File: src/npc_pkg.sv
// npc_pkg: shared types, constants and palette rom for the nearest palette color block
// no dependencies; used by npc_lane, npc_argmin and the top level
package npc_pkg;

  localparam int ROM_ROWS  = 18;
  localparam int ROM_COUNT = 5;
  localparam int DEF_NUM_ENTRIES = 18;

  // configuration register indexes
  localparam logic [1:0] CFG_PALETTE = 2'd0;
  localparam logic [1:0] CFG_MODE    = 2'd1;

  // distance modes
  localparam logic MODE_PLAIN   = 1'b0;
  localparam logic MODE_REDMEAN = 1'b1;

  localparam int SUM_W  = 20;  // widest weighted sum is below 2^20
  localparam int SQ_W   = 21;  // working width of the square root
  localparam int DIST_W = 10;  // floor of sqrt of a 20 bit value

  // reciprocal of 255 scaled by 2^34, exact for operands below 2^26
  localparam logic [26:0] RECIP_255 = 27'd67372037;

  // palette rom, rgb per row; rows 0..2 are the transparent keys
  localparam logic [23:0] PAL [ROM_COUNT][ROM_ROWS] = '{
    '{24'h000000, 24'hFF00FF, 24'h404040,
      24'h000000, 24'h23CB32, 24'h60DD6C, 24'h544EFF, 24'h7D70FF, 24'hD25442,
      24'h45E8FF, 24'hFA5948, 24'hFF7C6C, 24'hD3C63C, 24'hE5D26D, 24'h23B22C,
      24'hC85AC6, 24'hCCCCCC, 24'hFFFFFF},
    '{24'h000000, 24'hFF00FF, 24'h404040,
      24'h000000, 24'h24DA24, 24'h6DFF6D, 24'h2424FF, 24'h486DFF, 24'hB62424,
      24'h48DAFF, 24'hFF2424, 24'hFF6D6D, 24'hDADA24, 24'hDADA91, 24'h249124,
      24'hDA48B6, 24'hB6B6B6, 24'hFFFFFF},
    '{24'h000000, 24'hFF00FF, 24'h404040,
      24'h000000, 24'h66CC66, 24'h88EE88, 24'h4444DD, 24'h7777FF, 24'hBB5555,
      24'h77DDDD, 24'hDD6666, 24'hFF7777, 24'hCCCC55, 24'hEEEE88, 24'h55AA55,
      24'hBB55BB, 24'hCCCCCC, 24'hEEEEEE},
    '{24'h000000, 24'hFF00FF, 24'h404040,
      24'h000000, 24'h0AAD1E, 24'h34C84C, 24'h2B2DE3, 24'h514BFB, 24'hBD2925,
      24'h1EE2EF, 24'hFB2C2B, 24'hFF5F4C, 24'hBDA22B, 24'hD7B454, 24'h0A8C18,
      24'hAF329A, 24'hB2B2B2, 24'hFFFFFF},
    '{24'h000000, 24'hFF00FF, 24'h404040,
      24'h000000, 24'h3EB849, 24'h74D07D, 24'h5955E0, 24'h8076F1, 24'hB95E51,
      24'h65DBEF, 24'hDB6559, 24'hFF897D, 24'hCCC35E, 24'hDED087, 24'h3AA241,
      24'hB766B5, 24'hCCCCCC, 24'hFFFFFF}
  };

  typedef struct packed {
    logic [SQ_W-1:0] v;
    logic [SQ_W-1:0] res;
  } sq_state_t;

  // rgb of one row; unused palette codes fall back to rom 0
  function automatic logic [23:0] rom_rgb(input logic [2:0] sel, input int row);
    logic [23:0] c;
    c = 24'h000000;
    if (row < ROM_ROWS) begin
      if (int'(sel) < ROM_COUNT) c = PAL[int'(sel)][row];
      else                       c = PAL[0][row];
    end
    return c;
  endfunction

  // index reported for a row: transparent keys give 0
  function automatic logic [3:0] row_index(input int row);
    logic [3:0] ix;
    ix = 4'd0;
    if (row >= 3) ix = 4'(row - 2);
    return ix;
  endfunction

  // one digit of the bitwise integer square root, bit = 4^k
  function automatic sq_state_t sq_step(input sq_state_t s, input int k);
    sq_state_t o;
    logic [SQ_W-1:0] bit_v;
    logic [SQ_W-1:0] trial;
    bit_v = SQ_W'(1) << (2 * k);
    trial = s.res + bit_v;
    if (s.v >= trial) begin
      o.v   = s.v - trial;
      o.res = (s.res >> 1) + bit_v;
    end else begin
      o.v   = s.v;
      o.res = s.res >> 1;
    end
    return o;
  endfunction

endpackage

File: src/npc_lane.sv
// npc_lane: six stage distance pipeline from one pixel to one palette row
// depends on npc_pkg
module npc_lane (
  input  logic                        clk,
  input  logic                        en,
  input  logic                        mode,
  input  logic [7:0]                  pix_r,
  input  logic [7:0]                  pix_g,
  input  logic [7:0]                  pix_b,
  input  logic [23:0]                 ent_rgb,
  output logic [npc_pkg::DIST_W-1:0]  row_dist
);

  logic [7:0]  dr, dg, db;
  logic [8:0]  sr;
  logic [15:0] dr2_r, dg2_r, db2_r;
  logic [10:0] wr_r, wb_r;
  logic [26:0] pr_r, pb_r;
  logic [17:0] g4_r, plain_r;
  logic [52:0] mr, mb;
  logic [17:0] qr_r, qb_r, g4b_r, plainb_r;
  logic [npc_pkg::SUM_W-1:0] sum_nxt, sum_r;
  npc_pkg::sq_state_t s5_nxt, s5_r, s6_nxt, s6_r;

  // stage 1: absolute differences and squares
  always_comb begin
    dr = (ent_rgb[23:16] > pix_r) ? ent_rgb[23:16] - pix_r : pix_r - ent_rgb[23:16];
    dg = (ent_rgb[15:8]  > pix_g) ? ent_rgb[15:8]  - pix_g : pix_g - ent_rgb[15:8];
    db = (ent_rgb[7:0]   > pix_b) ? ent_rgb[7:0]   - pix_b : pix_b - ent_rgb[7:0];
    sr = {1'b0, ent_rgb[23:16]} + {1'b0, pix_r};
  end

  always_ff @(posedge clk) begin
    if (en) begin
      dr2_r <= dr * dr;
      dg2_r <= dg * dg;
      db2_r <= db * db;
      wr_r  <= 11'd1020 + {2'b0, sr};
      wb_r  <= 11'd1530 - {2'b0, sr};
    end
  end

  // stage 2: weighted products and plain sum
  always_ff @(posedge clk) begin
    if (en) begin
      pr_r    <= dr2_r * wr_r;
      pb_r    <= db2_r * wb_r;
      g4_r    <= {dg2_r, 2'b00};
      plain_r <= {2'b0, dr2_r} + {2'b0, dg2_r} + {2'b0, db2_r};
    end
  end

  // stage 3: divide by 510 as halve then reciprocal multiply by 1/255
  always_comb begin
    mr = pr_r[26:1] * npc_pkg::RECIP_255;
    mb = pb_r[26:1] * npc_pkg::RECIP_255;
  end

  always_ff @(posedge clk) begin
    if (en) begin
      qr_r     <= mr[51:34];
      qb_r     <= mb[51:34];
      g4b_r    <= g4_r;
      plainb_r <= plain_r;
    end
  end

  // stage 4: pick the distance sum
  always_comb begin
    if (mode == npc_pkg::MODE_REDMEAN)
      sum_nxt = {2'b0, qr_r} + {2'b0, g4b_r} + {2'b0, qb_r};
    else
      sum_nxt = {2'b0, plainb_r};
  end

  always_ff @(posedge clk) begin
    if (en) sum_r <= sum_nxt;
  end

  // stages 5 and 6: square root, five digits each
  always_comb begin
    s5_nxt.v   = npc_pkg::SQ_W'(sum_r);
    s5_nxt.res = '0;
    for (int k = 9; k >= 5; k--) s5_nxt = npc_pkg::sq_step(s5_nxt, k);
    s6_nxt = s5_r;
    for (int k = 4; k >= 0; k--) s6_nxt = npc_pkg::sq_step(s6_nxt, k);
  end

  always_ff @(posedge clk) begin
    if (en) begin
      s5_r <= s5_nxt;
      s6_r <= s6_nxt;
    end
  end

  assign row_dist = s6_r.res[npc_pkg::DIST_W-1:0];

endmodule

File: config.mk
export PLATFORM = sky130hd
export DESIGN_NAME = npc_lane
export DESIGN_NICKNAME = d
export VERILOG_FILES = /design/src/npc_pkg.sv /design/src/npc_lane.sv
export SDC_FILE = /design/constraint.sdc
export NUM_CORES = 2
export LEC_CHECK = 0
export BUFFER_PORTS_ARGS = -buffer_cell sky130_fd_sc_hd__buf_2
export CORE_ASPECT_RATIO = 0.75
export CORE_MARGIN = 8
export CORE_UTILIZATION = 45
export DETAILED_ROUTE_END_ITERATION = 7
export GPL_TIMING_DRIVEN = 0
export PLACE_DENSITY_LB_ADDON = 0.25
export SETUP_SLACK_MARGIN = 0.02
export SYNTH_ARGS = -nofsm -noshare
export SYNTH_HDL_FRONTEND = slang
export SYNTH_SLANG_ARGS = --single-unit
export TNS_END_PERCENT = 5
File: constraint.sdc
create_clock -name clk -period 10.8 [get_ports clk]
set_input_delay 2.16 -clock clk [delete_from_list [all_inputs] [get_ports clk]]
set_output_delay 2.16 -clock clk [all_outputs]
set_load 0.01 [all_outputs]
==> results.toml <==
[min_path]
path_class_of_the_lowest_slack_min_delay_path = "reg -> reg"

[die]
floorplan.io_pins = 61
placement_rows = 95
die_width_um = 362
die-area_mm2 = 0.0999
die_h_um = 276
core_area_mm2 = 0.0894
initial_utilization_pct = 45.3

[routing]
drtPass1Iterations = 5
drtIter0Drc = 1644
wirelength_met1_mm = 46.9
drt-total-wl_mm = 90.3
vias_per_cell = 5.13
dr.max_layer_used = "met4"
vias = 28117
remaining_routing_drc_violations = 0
routed_wire_length_per_instance_um = 16.5
met3WireLength_mm = 4.36
route.antenna.remaining_nets = 0
detailroute.wirelength.met2_mm = 37.6

[worst_setup_path]
most_used_cell_along_the_critical_path = "sky130_fd_sc_hd__ha_4"
worst-r2r-setup-slack_ps = 310
critPathMaxStageDelay_ps = 590
launch_instance_of_the_worst_register_to_register_path = "s5_r[35]"
critical_path_end = "row_dist[0]"
critical_path.endpoint_type = "flip-flop"
critical_path_cell_count = 54
crit_path_start_kind = "flip-flop"
worstSetupPathType = "reg -> reg"
reg2reg_to = "row_dist[0]"
critical_path_data_arrival_time_ps = 10800
slowest_stage = "sky130_fd_sc_hd__or4_4"
worstRegToRegCells = 54
worst-path-buf-inv = 9
critical_path.top_delay_family = "compound AO/OA/AOI/OAI gates"
critPathMaxFanout = 9
timing.critical_path.from = "s5_r[35]"
timing.critical_path.required_ps = 11110

[final_layout]
mostFrequentLayoutCells = "731 x sky130_fd_sc_hd__ha_1, 689 x sky130_fd_sc_hd__inv_1, 422 x sky130_fd_sc_hd__fa_1, 306 x sky130_fd_sc_hd__nand2_1, 275 x sky130_fd_sc_hd__edfxtp_1"
post_route_cells_drive_above_1_share_pct = 7.94
finish.cell_count_without_fillers = 5484
area_delta_synth_final_pct = 9.69
num-nets-final = 5464
mostFrequentLayoutCell = "sky130_fd_sc_hd__ha_1"

[timing]
hold_violations = 0
setup_slack_ps = 311
final_max_slew_violation_count = 0
clock-skew-final_ps = 20.2
unrepaired_setup_endpoints_after_global_routing = "true"
setup_viol = 0
max_slew_margin_pct = 32.7
period_minus_slack_ps = 10490
period_share_pct = 97.1
fin_worst_hold_slack_ps = 416
timing_worst_slew_pin_value_ps = 1000
fmax_mhz = 95.3

[synth]
synth_top_family_by_area = "adder cells"
mappedNetlistArea_mm2 = 0.0405
synth_flop_cell = "sky130_fd_sc_hd__edfxtp_1"
synthAdderAreaFrac_pct = 43.9
synth.lib_cells_used.distinct = 103
postSynthCellCount = 4087
synth-edff-count = 275
yosys.area_share.simple_pct = 11.7
syn-mean-instance-area_um2 = 9.91
share_of_the_synthesized_area_in_compound_gates_ao_oa_aoi_oai_pct = 9.73
synth_mux_area_share_pct = 1.59
synth-warning-count = 0
yosys.area_share.xor_xnor_pct = 5.29
synthArstFlopShare_pct = 0
yosys_register_bits = 275
yosysSeqAreaShare_pct = 20.4

[clock_network]
cts.reportedPaths.clkPinSlew_ps = 70
clock_network_latency_to_the_later_pin_of_the_worst_skew_pair_ps = 570
clock-sinks = 275
cts_inserted_buffers = 34
root_buffer = "sky130_fd_sc_hd__clkbuf_16"
cts_hold_buffers = 0
max-clock-path-buffers = 3
cts_tree = "built"
htreeDepth = 2

[placement]
numPortBuffers = 60
placed_cells_incl_taps = 5370
pre_cts_slack_ps = -2040
gpl.final_weighted_congestion = 0.888
dpl.hpwl_mm = 74.6

[global_route]
antenna_found_initial = 2
grt_remaining_overflow = 0
grt_start_max_net_pins = 135
groute.usage.overall_pct = 17.9
grt_pass1_wl_mm = 146
grt_pass1_vias = 27546

[flow_run]
drv.max_cap_violation_count = 0

[run_status]
status = "complete, no violations"
==> synth_stat cells, drive strengths merged, types with 16 or more instances <==
library cell  instances  area (um2)
nand2b               31         194
mux2i                27         274
or2                  29         181
o21ai                90         454
nand3                31         160
and3                 16         100
edfxtp              275        8260
nor2b                19         119
a31oi                16         100
xnor2               188        1650
ha                  746        9330
o21a                 31         233
nor2                230         871
and2                151         945
a21oi               185         926
mux2                 33         372
a211oi               22         175
clkbuf               72         270
xor2                 54         473
or3                  20         125
nor3                 54         270
inv                 699        2620
nand2               309        1160
a21o                 70         526
o21bai               47         353
nand4                31         224
fa                  422        8450
==> kinds of logic (layout without fill, tap and decap cells) <==
logic type               count (synthesis)  after routing
adder cells (fa/ha/maj)               1168           1168
AND/OR/NAND/NOR                        969            969
buffers and inverters                  782            957
AO/OA/AOI/OAI                          588            588
flip-flops                             275            275
XOR/XNOR                               243            243
multiplexers                            60             60
other                                    2             12
==> metal layers <==
layer	up-vias	GRT usage, %
li1	14022	-
met1	13409	27.5
met2	585	27.2
met3	101	2.22
met4	0	3.21
met5	-	0
==> flip-flops by register name (all words and copies together) (netlist names) <==
register	count
db2_r	15
dg2_r	15
dr2_r	15
g4_r	15
g4b_r	15
pb_r	26
plain_r	18
plainb_r	18
pr_r	26
qb_r	18
qr_r	18
row_dist	10
s5_r	26
sum_r	20
wb_r	10
wr_r	10
==> stage by stage <==
| stage | cell area, um2 | setup TNS, ps | utilization [%] |
|---|---|---|---|
| finish | 44400 | 0 | 49.7 |
| global route | 44400 | -44.5 | 49.7 |
| CTS | 43900 | 0 | 49.2 |
| detailed placement | 42400 | -2040 | 47.4 |
| global placement | 42300 | -1980 | 47.4 |
| floorplan | 40500 | 0 | - |
==> worst reg2reg max path, delay by kind of cell (launching register included) <==
family / cells / cell delay [ps]
compound gates: 20 / 3890
fa+ha+maj: 5 / 1420
buf+inv: 9 / 1070
flops: 1 / 470
mux: 2 / 320
simple gates: 18 / 3100
==> cell type report <==
type | instances | area (um2)
Clock inverter | 25 | 284
Tap cell | 1212 | 1520
Antenna cell | 1 | 2.50
Multi-Input combinational cell | 3039 | 29700
Sequential cell | 275 | 8260
Timing Repair Buffer | 115 | 767
Inverter | 700 | 2660
Clock buffer | 37 | 862
Buffer | 80 | 407
Fill cell | 8275 | 45000
==> worst min path at each step <==
stage,from,endpoint,cells after the start
6_report,g4_r[9],g4b_r[9],0
5_1_grt,plain_r[9],plainb_r[9],0
4_1_cts,plain_r[11],plainb_r[11],0
3_5_place_dp,g4_r[12],g4b_r[12],0
3_3_place_gp,plain_r[17],plainb_r[17],0
2_1_floorplan,g4_r[10],g4b_r[10],0
==> repair_timing <==
item / CTS / global route
buffers inserted: 18 / 34
hold endpoints to repair: 0 / 0
endpoints found under the setup margin: 1 / 13
pin swaps: 14 / 26
gates resized for setup: 56 / 44
gates cloned: 0 / 1
Power is left out: the tool's default activity adds up to more than one toggle a clock period on the data nets, which glitch-free logic cannot reach.
