**src/npc_pkg.sv**
```systemverilog
// npc_pkg: shared types, constants and palette rom for the nearest palette color block
// no dependencies; used by npc_lane, npc_argmin and the top level
package npc_pkg;

  localparam int ROM_ROWS  = 18;
  localparam int ROM_COUNT = 5;
  localparam int DEF_NUM_ENTRIES = 18;

  // configuration register indexes
  localparam logic [1:0] CFG_PALETTE = 2'd0;
  localparam logic [1:0] CFG_MODE    = 2'd1;

  // distance modes
  localparam logic MODE_PLAIN   = 1'b0;
  localparam logic MODE_REDMEAN = 1'b1;

  localparam int SUM_W  = 20;  // widest weighted sum is below 2^20
  localparam int SQ_W   = 21;  // working width of the square root
  localparam int DIST_W = 10;  // floor of sqrt of a 20 bit value

  // reciprocal of 255 scaled by 2^34, exact for operands below 2^26
  localparam logic [26:0] RECIP_255 = 27'd67372037;

  // palette rom, rgb per row; rows 0..2 are the transparent keys
  localparam logic [23:0] PAL [ROM_COUNT][ROM_ROWS] = '{
    '{24'h000000, 24'hFF00FF, 24'h404040,
      24'h000000, 24'h23CB32, 24'h60DD6C, 24'h544EFF, 24'h7D70FF, 24'hD25442,
      24'h45E8FF, 24'hFA5948, 24'hFF7C6C, 24'hD3C63C, 24'hE5D26D, 24'h23B22C,
      24'hC85AC6, 24'hCCCCCC, 24'hFFFFFF},
    '{24'h000000, 24'hFF00FF, 24'h404040,
      24'h000000, 24'h24DA24, 24'h6DFF6D, 24'h2424FF, 24'h486DFF, 24'hB62424,
      24'h48DAFF, 24'hFF2424, 24'hFF6D6D, 24'hDADA24, 24'hDADA91, 24'h249124,
      24'hDA48B6, 24'hB6B6B6, 24'hFFFFFF},
    '{24'h000000, 24'hFF00FF, 24'h404040,
      24'h000000, 24'h66CC66, 24'h88EE88, 24'h4444DD, 24'h7777FF, 24'hBB5555,
      24'h77DDDD, 24'hDD6666, 24'hFF7777, 24'hCCCC55, 24'hEEEE88, 24'h55AA55,
      24'hBB55BB, 24'hCCCCCC, 24'hEEEEEE},
    '{24'h000000, 24'hFF00FF, 24'h404040,
      24'h000000, 24'h0AAD1E, 24'h34C84C, 24'h2B2DE3, 24'h514BFB, 24'hBD2925,
      24'h1EE2EF, 24'hFB2C2B, 24'hFF5F4C, 24'hBDA22B, 24'hD7B454, 24'h0A8C18,
      24'hAF329A, 24'hB2B2B2, 24'hFFFFFF},
    '{24'h000000, 24'hFF00FF, 24'h404040,
      24'h000000, 24'h3EB849, 24'h74D07D, 24'h5955E0, 24'h8076F1, 24'hB95E51,
      24'h65DBEF, 24'hDB6559, 24'hFF897D, 24'hCCC35E, 24'hDED087, 24'h3AA241,
      24'hB766B5, 24'hCCCCCC, 24'hFFFFFF}
  };

  typedef struct packed {
    logic [SQ_W-1:0] v;
    logic [SQ_W-1:0] res;
  } sq_state_t;

  // rgb of one row; unused palette codes fall back to rom 0
  function automatic logic [23:0] rom_rgb(input logic [2:0] sel, input int row);
    logic [23:0] c;
    c = 24'h000000;
    if (row < ROM_ROWS) begin
      if (int'(sel) < ROM_COUNT) c = PAL[int'(sel)][row];
      else                       c = PAL[0][row];
    end
    return c;
  endfunction

  // index reported for a row: transparent keys give 0
  function automatic logic [3:0] row_index(input int row);
    logic [3:0] ix;
    ix = 4'd0;
    if (row >= 3) ix = 4'(row - 2);
    return ix;
  endfunction

  // one digit of the bitwise integer square root, bit = 4^k
  function automatic sq_state_t sq_step(input sq_state_t s, input int k);
    sq_state_t o;
    logic [SQ_W-1:0] bit_v;
    logic [SQ_W-1:0] trial;
    bit_v = SQ_W'(1) << (2 * k);
    trial = s.res + bit_v;
    if (s.v >= trial) begin
      o.v   = s.v - trial;
      o.res = (s.res >> 1) + bit_v;
    end else begin
      o.v   = s.v;
      o.res = s.res >> 1;
    end
    return o;
  endfunction

endpackage

```
**src/npc_argmin.sv**
```systemverilog
// npc_argmin: two stage registered minimum tree over the lane distances
// depends on npc_pkg
module npc_argmin #(
  parameter int LANES = npc_pkg::DEF_NUM_ENTRIES - 1
) (
  input  logic                       clk,
  input  logic                       en,
  input  logic                       az,
  input  logic                       out_vld,
  input  logic [npc_pkg::DIST_W-1:0] row_dist [LANES],
  output logic [3:0]                 idx
);

  localparam int LEAVES = 32;
  localparam int GROUPS = LEAVES / 4;

  typedef struct packed {
    logic [npc_pkg::DIST_W:0] d;
    logic [3:0]               ix;
  } cand_t;

  cand_t leaf [LEAVES];
  cand_t grp_nxt [GROUPS];
  cand_t grp_r [GROUPS];
  cand_t l1 [4];
  cand_t l2 [2];
  cand_t best;
  logic  az_r;
  logic [3:0] idx_nxt, idx_r;

  // earlier lane keeps the win on a tie
  function automatic cand_t pick(input cand_t a, input cand_t b);
    return (b.d < a.d) ? b : a;
  endfunction

  // leaves: real lanes, padding never wins
  always_comb begin
    for (int i = 0; i < LEAVES; i++) begin
      if (i < LANES) begin
        leaf[i].d  = {1'b0, row_dist[i]};
        leaf[i].ix = npc_pkg::row_index(i + 1);
      end else begin
        leaf[i].d  = '1;
        leaf[i].ix = 4'd0;
      end
    end
    for (int g = 0; g < GROUPS; g++)
      grp_nxt[g] = pick(pick(leaf[4*g], leaf[4*g+1]), pick(leaf[4*g+2], leaf[4*g+3]));
  end

  always_ff @(posedge clk) begin
    if (en) begin
      grp_r <= grp_nxt;
      az_r  <= az;
    end
  end

  // final three levels and transparent override
  always_comb begin
    for (int i = 0; i < 4; i++) l1[i] = pick(grp_r[2*i], grp_r[2*i+1]);
    for (int i = 0; i < 2; i++) l2[i] = pick(l1[2*i], l1[2*i+1]);
    best    = pick(l2[0], l2[1]);
    idx_nxt = az_r ? 4'd0 : best.ix;
  end

  always_ff @(posedge clk) begin
    if (en) idx_r <= idx_nxt;
  end

  assign idx = idx_r;

  // a stalled result word holds its index
  property p_hold;
    @(posedge clk) !en |=> $stable(idx_r);
  endproperty
  a_hold: assert property (p_hold) else $error("index changed during stall");

  // transparent pixel always maps to index zero
  property p_transp;
    @(posedge clk) (en && az_r) |=> (idx_r == 4'd0);
  endproperty
  a_transp: assert property (p_transp) else $error("transparent pixel not index 0");

  // a delivered index never points past the rom
  property p_range;
    @(posedge clk) out_vld |-> (idx_r <= 4'd15);
  endproperty
  a_range: assert property (p_range) else $error("index out of range");

endmodule

```
**config.mk**
```make
export PLATFORM = sky130hd
export DESIGN_NAME = npc_argmin
export DESIGN_NICKNAME = d
export VERILOG_FILES = /design/src/npc_pkg.sv /design/src/npc_argmin.sv
export SDC_FILE = /design/constraint.sdc
export NUM_CORES = 1
export LEC_CHECK = 0
export BUFFER_PORTS_ARGS = -buffer_cell sky130_fd_sc_hd__buf_4
export CAP_MARGIN = 10
export CORE_UTILIZATION = 25
export DETAILED_ROUTE_END_ITERATION = 10
export HOLD_SLACK_MARGIN = 0.08
export PLACE_DENSITY_LB_ADDON = 0.3
export REMOVE_ABC_BUFFERS = 1
export SLEW_MARGIN = 20
export SYNTH_ARGS = -nofsm -noshare
export SYNTH_HDL_FRONTEND = slang
export SYNTH_SLANG_ARGS = --single-unit
```
**constraint.sdc**
```tcl
create_clock -name clk -period 6.59 [get_ports clk]
set_clock_uncertainty 0.2 [all_clocks]
set_input_delay 0.3295 -clock clk [delete_from_list [all_inputs] [get_ports clk]]
set_output_delay 0.3295 -clock clk [all_outputs]
set_load 0.01 [all_outputs]
```
==> results.tsv, run 1 <==
metric	value	unit
async_reset_ff_frac	0	
cpPeakStageDelay	650	ps
worstHoldPathType	primary input to register	
cts_buffer_depth	2	
drive_gt1_frac	0.213	
yosysUniqueCellTypes	59	
die_w	178	µm
num_rows	64	
start_util	0.254	
yosysSeqAreaShare	0.259	
fill_cells	3162	
io_pins	178	
cts_setup_buffers	0	
comb_power_share	0.555	
setup_viol	0	
rrSetupSlack	810	ps
fin_crit_sh	0.877	
pwr-share-seq	0.248	
h-tree-depth	3	
cts_tree	yes	
synth_warnings	0	
utilization	0.326	
finalCriticalPeriod	5780	ps
insertedDiodeCount	0	
drv_slew	0	
worst_pin_slew	982	ps
drt_iter0_drc	336	
ir_drop	176	µV
cts_hold_buf	11	
rsz0062_at_grt	false	
critPathLaunchType	register	
place_congestion	0.823	
power	2.55	mW
vias_per_cell	4.61	
max_slew_margin	0.343	
syn_avg_cell_area	9.29	µm²
drv_cap	0	
numClockSinks	67	
syn_inst	837	
grt_use_total	0.127	
fmax	173	MHz
vias	6574	
finalHoldViolations	0	
crit_chain	ha_1, and3_1, and3_1, a31oi_2, o21ai_0, ha_1, and4_1, or3b_2, o21ai_1, o21ai_0, o31ai_1, ha_1, a21o_1, a21o_1, a21o_1, a211o_1, a21oi_1, a21oi_1, o41ai_1	
p_leak	5.01	nW
worstSetupStartpoint	grp_r[73]	
yosys_most_used_dff	edfxtp_1	
ctsResizeCount	0	
crit_cells	19	
r2r_cells	19	
grt_pass1_wl	31500	µm
dieArea	31800	µm²
cp-endpoint	idx[3]	
core_area	30600	µm²
crit_type	register to register	
p_per_area	255	nW/µm²
setup_tns	0	ps
fin_ws	813	ps
cp_num_buf_inv	0	
grt-ovfl-total	0	
intPower	1.53	mW
final_common_cell	buf_4	
cp_slowest_cell	a31oi_2	
cts_made_buffers	9	
synthesis.area	7770	µm²
cp_max_fo	19	
first_pass_iters	7	
switching_power	1.02	mW
grt_max_degree	68	
antenna_found_initial	0	
post-place-ws	687	ps
critPathRequiredTime	6530	ps
io_buffer_count	176	
insertion_delay	340	ps
r2r-end	idx[3]	
synth_edf_count	67	
final_nets	1343	
drc	0	
ys_ff_latch	67	
wl	20000	µm
status	finished, final reports clean	
area_growth	28.3	%
dieHeight	178	µm
end_kind	register	
detailed_place_hpwl	17000	µm
grt_pass1_vias	6410	
regToRegStartpoint	grp_r[73]	
clockPowerShare	0.197	
clkSlewWorstSetupHoldPaths	60	ps
cp_top_family	compound AO/OA/AOI/OAI gates	
root_buffer	clkbuf_16	
most-common-layout-cells	186 x buf_4, 144 x ha_1, 138 x inv_1	
cp.arrival	5710	ps
wl_per_cell	14.0	µm
postRouteAntennaNets	0	
fin_hold_ws	206	ps
p_sw_frac	0.400	
cell usage after synthesis, drive strengths merged (2+ instances only):
cell type / number / area (µm²)
inv: 139 / 522
a311oi: 3 / 32.5
nand2: 44 / 165
nand4: 11 / 68.8
o211a: 2 / 20.0
a21o: 16 / 120
a31oi: 6 / 43.8
nand3: 12 / 60.1
ha: 144 / 1800
mux2: 8 / 93.8
o31ai: 12 / 90.1
edfxtp: 67 / 2010
mux2i: 126 / 1260
a221o: 2 / 20.0
nand2b: 13 / 81.3
nor2: 29 / 109
a32o: 3 / 30.0
and2: 5 / 31.3
nor3b: 2 / 15.0
o21ai: 50 / 250
a211oi: 5 / 37.5
a2111oi: 4 / 41.3
nor3: 7 / 35.0
a221oi: 3 / 38.8
a211o: 5 / 43.8
nor4: 4 / 31.3
o211ai: 6 / 45.0
o21a: 8 / 60.1
nor2b: 7 / 43.8
buf: 16 / 96.3
o41ai: 2 / 36.3
and3: 6 / 37.5
a311o: 2 / 20.0
or3b: 2 / 17.5
a21oi: 53 / 269
clkbuf: 4 / 15.0
registers in the layout, summed over array words and instances, names as in the netlist:
register	count
az_r	1
grp_r	62
idx	4
routing by layer:
metal	routed length (µm)	up-vias	GRT usage
met2	9180	123	0.206
met1	9920	2995	0.177
li1	-	3442	-
met3	776	14	0.0224
met5	0	-	0
met4	111	0	0.0212
power groups by stage:
stage	logic [mW]	clock network [mW]	registers, mW
detailed placement	1.40	0	0.640
finish	1.41	0.503	0.631
CTS	1.42	0.512	0.633
global route	1.60	0.529	0.641
floorplan	0.965	0	0.628
global placement	1.39	0	0.639
worst reg2reg max path, cell delays in order (launching register included):
cell,delay [ps]
edfxtp_1,390
ha_1,350
and3_1,220
and3_1,210
a31oi_2,650
o21ai_0,290
ha_1,390
and4_1,220
or3b_2,450
o21ai_1,420
o21ai_0,200
o31ai_1,150
ha_1,320
a21o_1,160
a21o_1,160
a21o_1,170
a211o_1,300
a21oi_1,120
a21oi_1,120
o41ai_1,90
worst min path at each step:
stage,from,end,cells after the start
after floorplan,az,az_r,0
after global placement,row_dist[7],grp_r[56],1
after detailed placement,row_dist[7],grp_r[56],1
after CTS,row_dist[101],grp_r[95],3
after global routing,row_dist[111],grp_r[95],3
final,row_dist[101],grp_r[95],3
stage by stage:
step           std cells  instance area, µm²
6_report            1426                9970
5_1_grt             1426                9970
4_1_cts             1426                9970
3_5_place_dp        1399                9550
3_3_place_gp        1399                9550
2_1_floorplan        817                7660
cell families after synthesis:
kind of cell | count (synthesis) | synth area share
fa+ha+maj | 144 | 0.232
mux | 134 | 0.174
simple gates | 144 | 0.0914
flops | 67 | 0.259
compound gates | 189 | 0.162
buf+inv | 159 | 0.0814
final cells by class:
cell class	instances	area (µm²)	area share
repair buffers	197	1510	0.151
inverters	139	522	0.0523
clock buffers	9	225	0.0226
well taps	396	495	0.0497
clock inverters	7	83.8	0.00841
multi-input cells	611	5130	0.514
flip-flops and latches	67	2010	0.202
Power figures use the tool's default switching activity.
==> run 2, diff against run 1 <==
--- a/config.mk
+++ b/config.mk
@@ -10,7 +10,7 @@
 export CORE_UTILIZATION = 25
 export DETAILED_ROUTE_END_ITERATION = 10
 export HOLD_SLACK_MARGIN = 0.08
-export PLACE_DENSITY_LB_ADDON = 0.3
+export PLACE_DENSITY = 0.4
 export REMOVE_ABC_BUFFERS = 1
 export SLEW_MARGIN = 20
 export SYNTH_ARGS = -nofsm -noshare
==> run 2 against run 1 <==
Register-to-register slack gained 140 ps. Highest routed layer unchanged. Sequential share of layout area is essentially flat. Critical endpoint unchanged. Wire length grew 3.0%. First-iteration DRC count shrank 21%.
==> results.tsv, run 2 (same netlist as run 1, synthesis figures left out) <==
metric	value	unit
status	finished, final reports clean	
r2r_cells	21	
cpPeakStageDelay	540	ps
crit_chain	ha_1, and3_1, and3_1, a31oi_2, buf_4, o21ai_0, ha_1, and4_1, nand4_1, nor2_1, and2_1, o21ai_0, o31ai_1, ha_1, a21o_1, a21o_1, a21o_1, a211o_1, a21oi_1, a21oi_1, o41ai_1	
top_register	grp_r	
grt_max_degree	68	
comb_power_share	0.562	
rsz0062_at_grt	false	
dieArea	31800	µm²
fmax	177	MHz
drv_cap	0	
vias_per_cell	4.49	
io_buffer_count	176	
vias	6415	
intPower	1.53	mW
insertion_delay	340	ps
postRouteAntennaNets	0	
cp_top_family	compound AO/OA/AOI/OAI gates	
p_leak	5.01	nW
cts_made_buffers	9	
final_common_cell	buf_4	
final_nets	1345	
fin_cells	1428	
place_congestion	0.785	
end_kind	register	
worstHoldPathType	primary input to register	
drt_iter0_drc	267	
root_buffer	clkbuf_16	
cts_tree	yes	
grt-ovfl-total	0	
drv_slew	0	
first_pass_iters	4	
largest_register_ffs	62	
switching_power	1.02	mW
ctsResizeCount	0	
finalCriticalPeriod	5640	ps
p_per_area	256	nW/µm²
max_slew_margin	0.401	
crit_cells	21	
regToRegStartpoint	grp_r[73]	
clockPowerShare	0.193	
start_util	0.254	
most-common-layout-cells	188 x buf_4, 144 x ha_1, 138 x inv_1	
cp_slowest_cell	and2_1	
r2r-end	idx[3]	
critPathLaunchType	register	
p_sw_frac	0.402	
io_pins	178	
h-tree-depth	3	
antenna_found_initial	0	
num_rows	64	
grt_pass1_vias	6302	
area_growth	28.4	%
cp.arrival	5560	ps
fin_hold_ws	217	ps
wl_per_cell	14.4	µm
core_area	30600	µm²
worstSetupStartpoint	grp_r[73]	
finalHoldViolations	0	
rrSetupSlack	950	ps
ir_drop	140	µV
critPathRequiredTime	6510	ps
clkSlewWorstSetupHoldPaths	60	ps
crit_type	register to register	
cp-endpoint	idx[3]	
worst_pin_slew	899	ps
detailed_place_hpwl	17600	µm
numClockSinks	67	
drc	0	
pwr-share-seq	0.246	
cp_num_buf_inv	1	
die_w	178	µm
fin_crit_sh	0.856	
wl	20600	µm
grt_pass1_wl	32000	µm
setup_viol	0	
insertedDiodeCount	0	
dieHeight	178	µm
setup_tns	0	ps
placed_cells	1401	
cp_max_fo	19	
drive_gt1_frac	0.213	
cts_buffer_depth	2	
grt_use_total	0.130	
[run 2: stage by stage]
stage | power (mW) | utilization | setup WS [ps] | instance area, µm²
6_report | 2.55 | 0.326 | 949 | 9980
5_1_grt | 2.79 | 0.326 | 516 | 9980
4_1_cts | 2.59 | 0.326 | 904 | 9980
3_5_place_dp | 2.08 | 0.313 | 941 | 9570
3_3_place_gp | 2.08 | 0.313 | 964 | 9570
2_1_floorplan | 1.59 | - | 714 | 7660
[run 2: repair_timing]
action / CTS / global route
hold endpoints to repair: 11 / 0
hold buffers: 11 / 0
buffers inserted: 0 / 0
[run 2: per-layer routing]
metal  global-route usage  part of all wire  vias to the layer above
met5                    0                 0                        -
met4               0.0201            0.0062                        0
met3               0.0232             0.044                       11
met2                0.203              0.43                      131
met1                0.188              0.52                     2832
li1                     -                 -                     3441
[run 2: worst min-delay path: cells and delay by family]
kind / cells / cell delay, ps
buf+inv: 1 / 80
mux: 2 / 210
[run 2: worst min-delay path by stage]
stage,start,endpoint,slack (ps),depth (start not counted)
global placement,row_dist[0],grp_r[49],310,1
global route,row_dist[121],grp_r[95],240,3
CTS,row_dist[69],grp_r[88],210,3
detailed placement,row_dist[7],grp_r[56],310,1
floorplan,az,az_r,230,0
finish,row_dist[119],grp_r[103],220,3
[run 2: area by class of cell]
cell class,instances,area (µm²)
clock buffer,9,225
multi-input combinational,611,5130
tap,396,495
timing repair buffer,199,1520
inverter,139,522
fill,3234,20600
clock inverter,7,76.3
sequential,67,2010
[run 2: power groups by stage]
stage                     Sequential, mW  Clock [mW]  Combinational [mW]
after floorplan                    0.628           0               0.965
after global placement             0.638           0                1.44
after detailed placement           0.637           0                1.44
after CTS                          0.629       0.507                1.45
after global routing               0.639       0.522                1.63
final                              0.627       0.491                1.43
==> run 3, diff against run 2 <==
--- a/config.mk
+++ b/config.mk
@@ -10,6 +10,7 @@
 export CORE_UTILIZATION = 25
 export DETAILED_ROUTE_END_ITERATION = 10
 export HOLD_SLACK_MARGIN = 0.08
+export MAX_ROUTING_LAYER = met4
 export PLACE_DENSITY = 0.4
 export REMOVE_ABC_BUFFERS = 1
 export SLEW_MARGIN = 20
==> run 3 against run 2 <==
Utilization is the same. Combinational power about the same. First-iteration DRC count is 1.1% lower. Total power hardly changed. Clock power is essentially flat. Via count about the same. Register-to-register slack is essentially flat. Clock-buffer cell count unchanged. Wire length about the same. Final cell count unchanged. Largest power group unchanged.
==> results.tsv, run 3 (same netlist as run 1, synthesis figures left out) <==
metric	value	unit
cpPeakStageDelay	540	ps
top_register	grp_r	
wl	20600	µm
area_growth	28.4	%
final_nets	1345	
utilization	0.326	
cp_slowest_cell	and2_1	
placed_area	9570	µm²
p_per_area	256	nW/µm²
start_util	0.254	
ir_drop	140	µV
grt_pass1_wl	32000	µm
crit_chain	ha_1, and3_1, and3_1, a31oi_2, buf_4, o21ai_0, ha_1, and4_1, nand4_1, nor2_1, and2_1, o21ai_0, o31ai_1, ha_1, a21o_1, a21o_1, a21o_1, a211o_1, a21oi_1, a21oi_1, o41ai_1	
finalHoldViolations	0	
critPathRequiredTime	6510	ps
vias	6411	
cts_tree	yes	
r2r_cells	21	
status	finished, final reports clean	
drv_slew	0	
cts_made_buffers	9	
cp_top_family	compound AO/OA/AOI/OAI gates	
crit_type	register to register	
critPathLaunchType	register	
most-common-layout-cells	188 x buf_4, 144 x ha_1, 138 x inv_1	
final_common_cell	buf_4	
max_slew_margin	0.399	
clkSlewWorstSetupHoldPaths	60	ps
ctsResizeCount	0	
finalCriticalPeriod	5640	ps
io_pins	178	
end_kind	register	
power	2.55	mW
insertedDiodeCount	0	
wl_per_cell	14.4	µm
dieHeight	178	µm
worst_pin_slew	902	ps
drv_cap	0	
crit_cells	21	
cp-endpoint	idx[3]	
worstSetupStartpoint	grp_r[73]	
cp.arrival	5560	ps
io_buffer_count	176	
grt_pass1_vias	6307	
worstHoldPathType	primary input to register	
numClockSinks	67	
rsz0062_at_grt	false	
insertion_delay	340	ps
detailed_place_hpwl	17600	µm
die_w	178	µm
cp_num_buf_inv	1	
rrSetupSlack	950	ps
first_pass_iters	5	
place_congestion	0.796	
fin_hold_ws	217	ps
cts_buffer_depth	2	
design_area	9980	µm²
grt_max_degree	68	
setup_viol	0	
antenna_found_initial	0	
grt_use_total	0.134	
drt_iter0_drc	264	
grt-ovfl-total	0	
cp_max_fo	19	
postRouteAntennaNets	0	
fin_crit_sh	0.856	
largest_register_ffs	62	
drive_gt1_frac	0.213	
core_area	30600	µm²
regToRegStartpoint	grp_r[73]	
root_buffer	clkbuf_16	
drc	0	
fmax	177	MHz
p_leak	5.01	nW
vias_per_cell	4.49	
r2r-end	idx[3]	
dieArea	31800	µm²
h-tree-depth	3	
setup_tns	0	ps
num_rows	64	
==> run 3: stage by stage <==
stage | instances | setup slack [ps]
floorplan | 817 | 714
global placement | 1401 | 964
detailed placement | 1401 | 941
CTS | 1428 | 904
global route | 1428 | 516
finish | 1428 | 950
==> run 3: power breakdown <==
part	internal, mW	total (mW)	switching [mW]
sequential	0.589	0.627	0.0378
combinational	0.641	1.43	0.791
clock	0.295	0.492	0.196
total	1.53	2.55	1.02
==> run 3: cell type report <==
type / instances / area [µm²]
Fill cell: 3234 / 20600
Clock inverter: 7 / 76.3
Clock buffer: 9 / 225
Multi-Input combinational cell: 611 / 5130
Inverter: 139 / 522
Timing Repair Buffer: 199 / 1520
Sequential cell: 67 / 2010
Tap cell: 396 / 495
==> run 3: routing by layer <==
metal | share of wire | track usage
met1 | 0.52 | 0.190
met2 | 0.43 | 0.203
met3 | 0.040 | 0.0205
met4 | 0.0063 | 0.0201
met5 | 0 | -
==> run 3: how the worst min path moves through the flow <==
stage / cells past startpoint / to / from / slack, ps
final: 3 / grp_r[103] / row_dist[119] / 220
after global routing: 3 / grp_r[95] / row_dist[121] / 240
after CTS: 3 / grp_r[88] / row_dist[69] / 210
after detailed placement: 1 / grp_r[56] / row_dist[7] / 310
after global placement: 1 / grp_r[49] / row_dist[0] / 310
after floorplan: 0 / az_r / az / 230
==> run 3: worst min-delay path, stage by stage <==
cell and delay [ps]:
buf_4 80, mux2i_1 80, mux2i_1 130
==> run 3: timing repair <==
| item | in CTS | in global routing |
|---|---|---|
| hold buffers | 11 | 0 |
| buffers inserted | 0 | 0 |
| endpoints found under the hold margin | 11 | 0 |
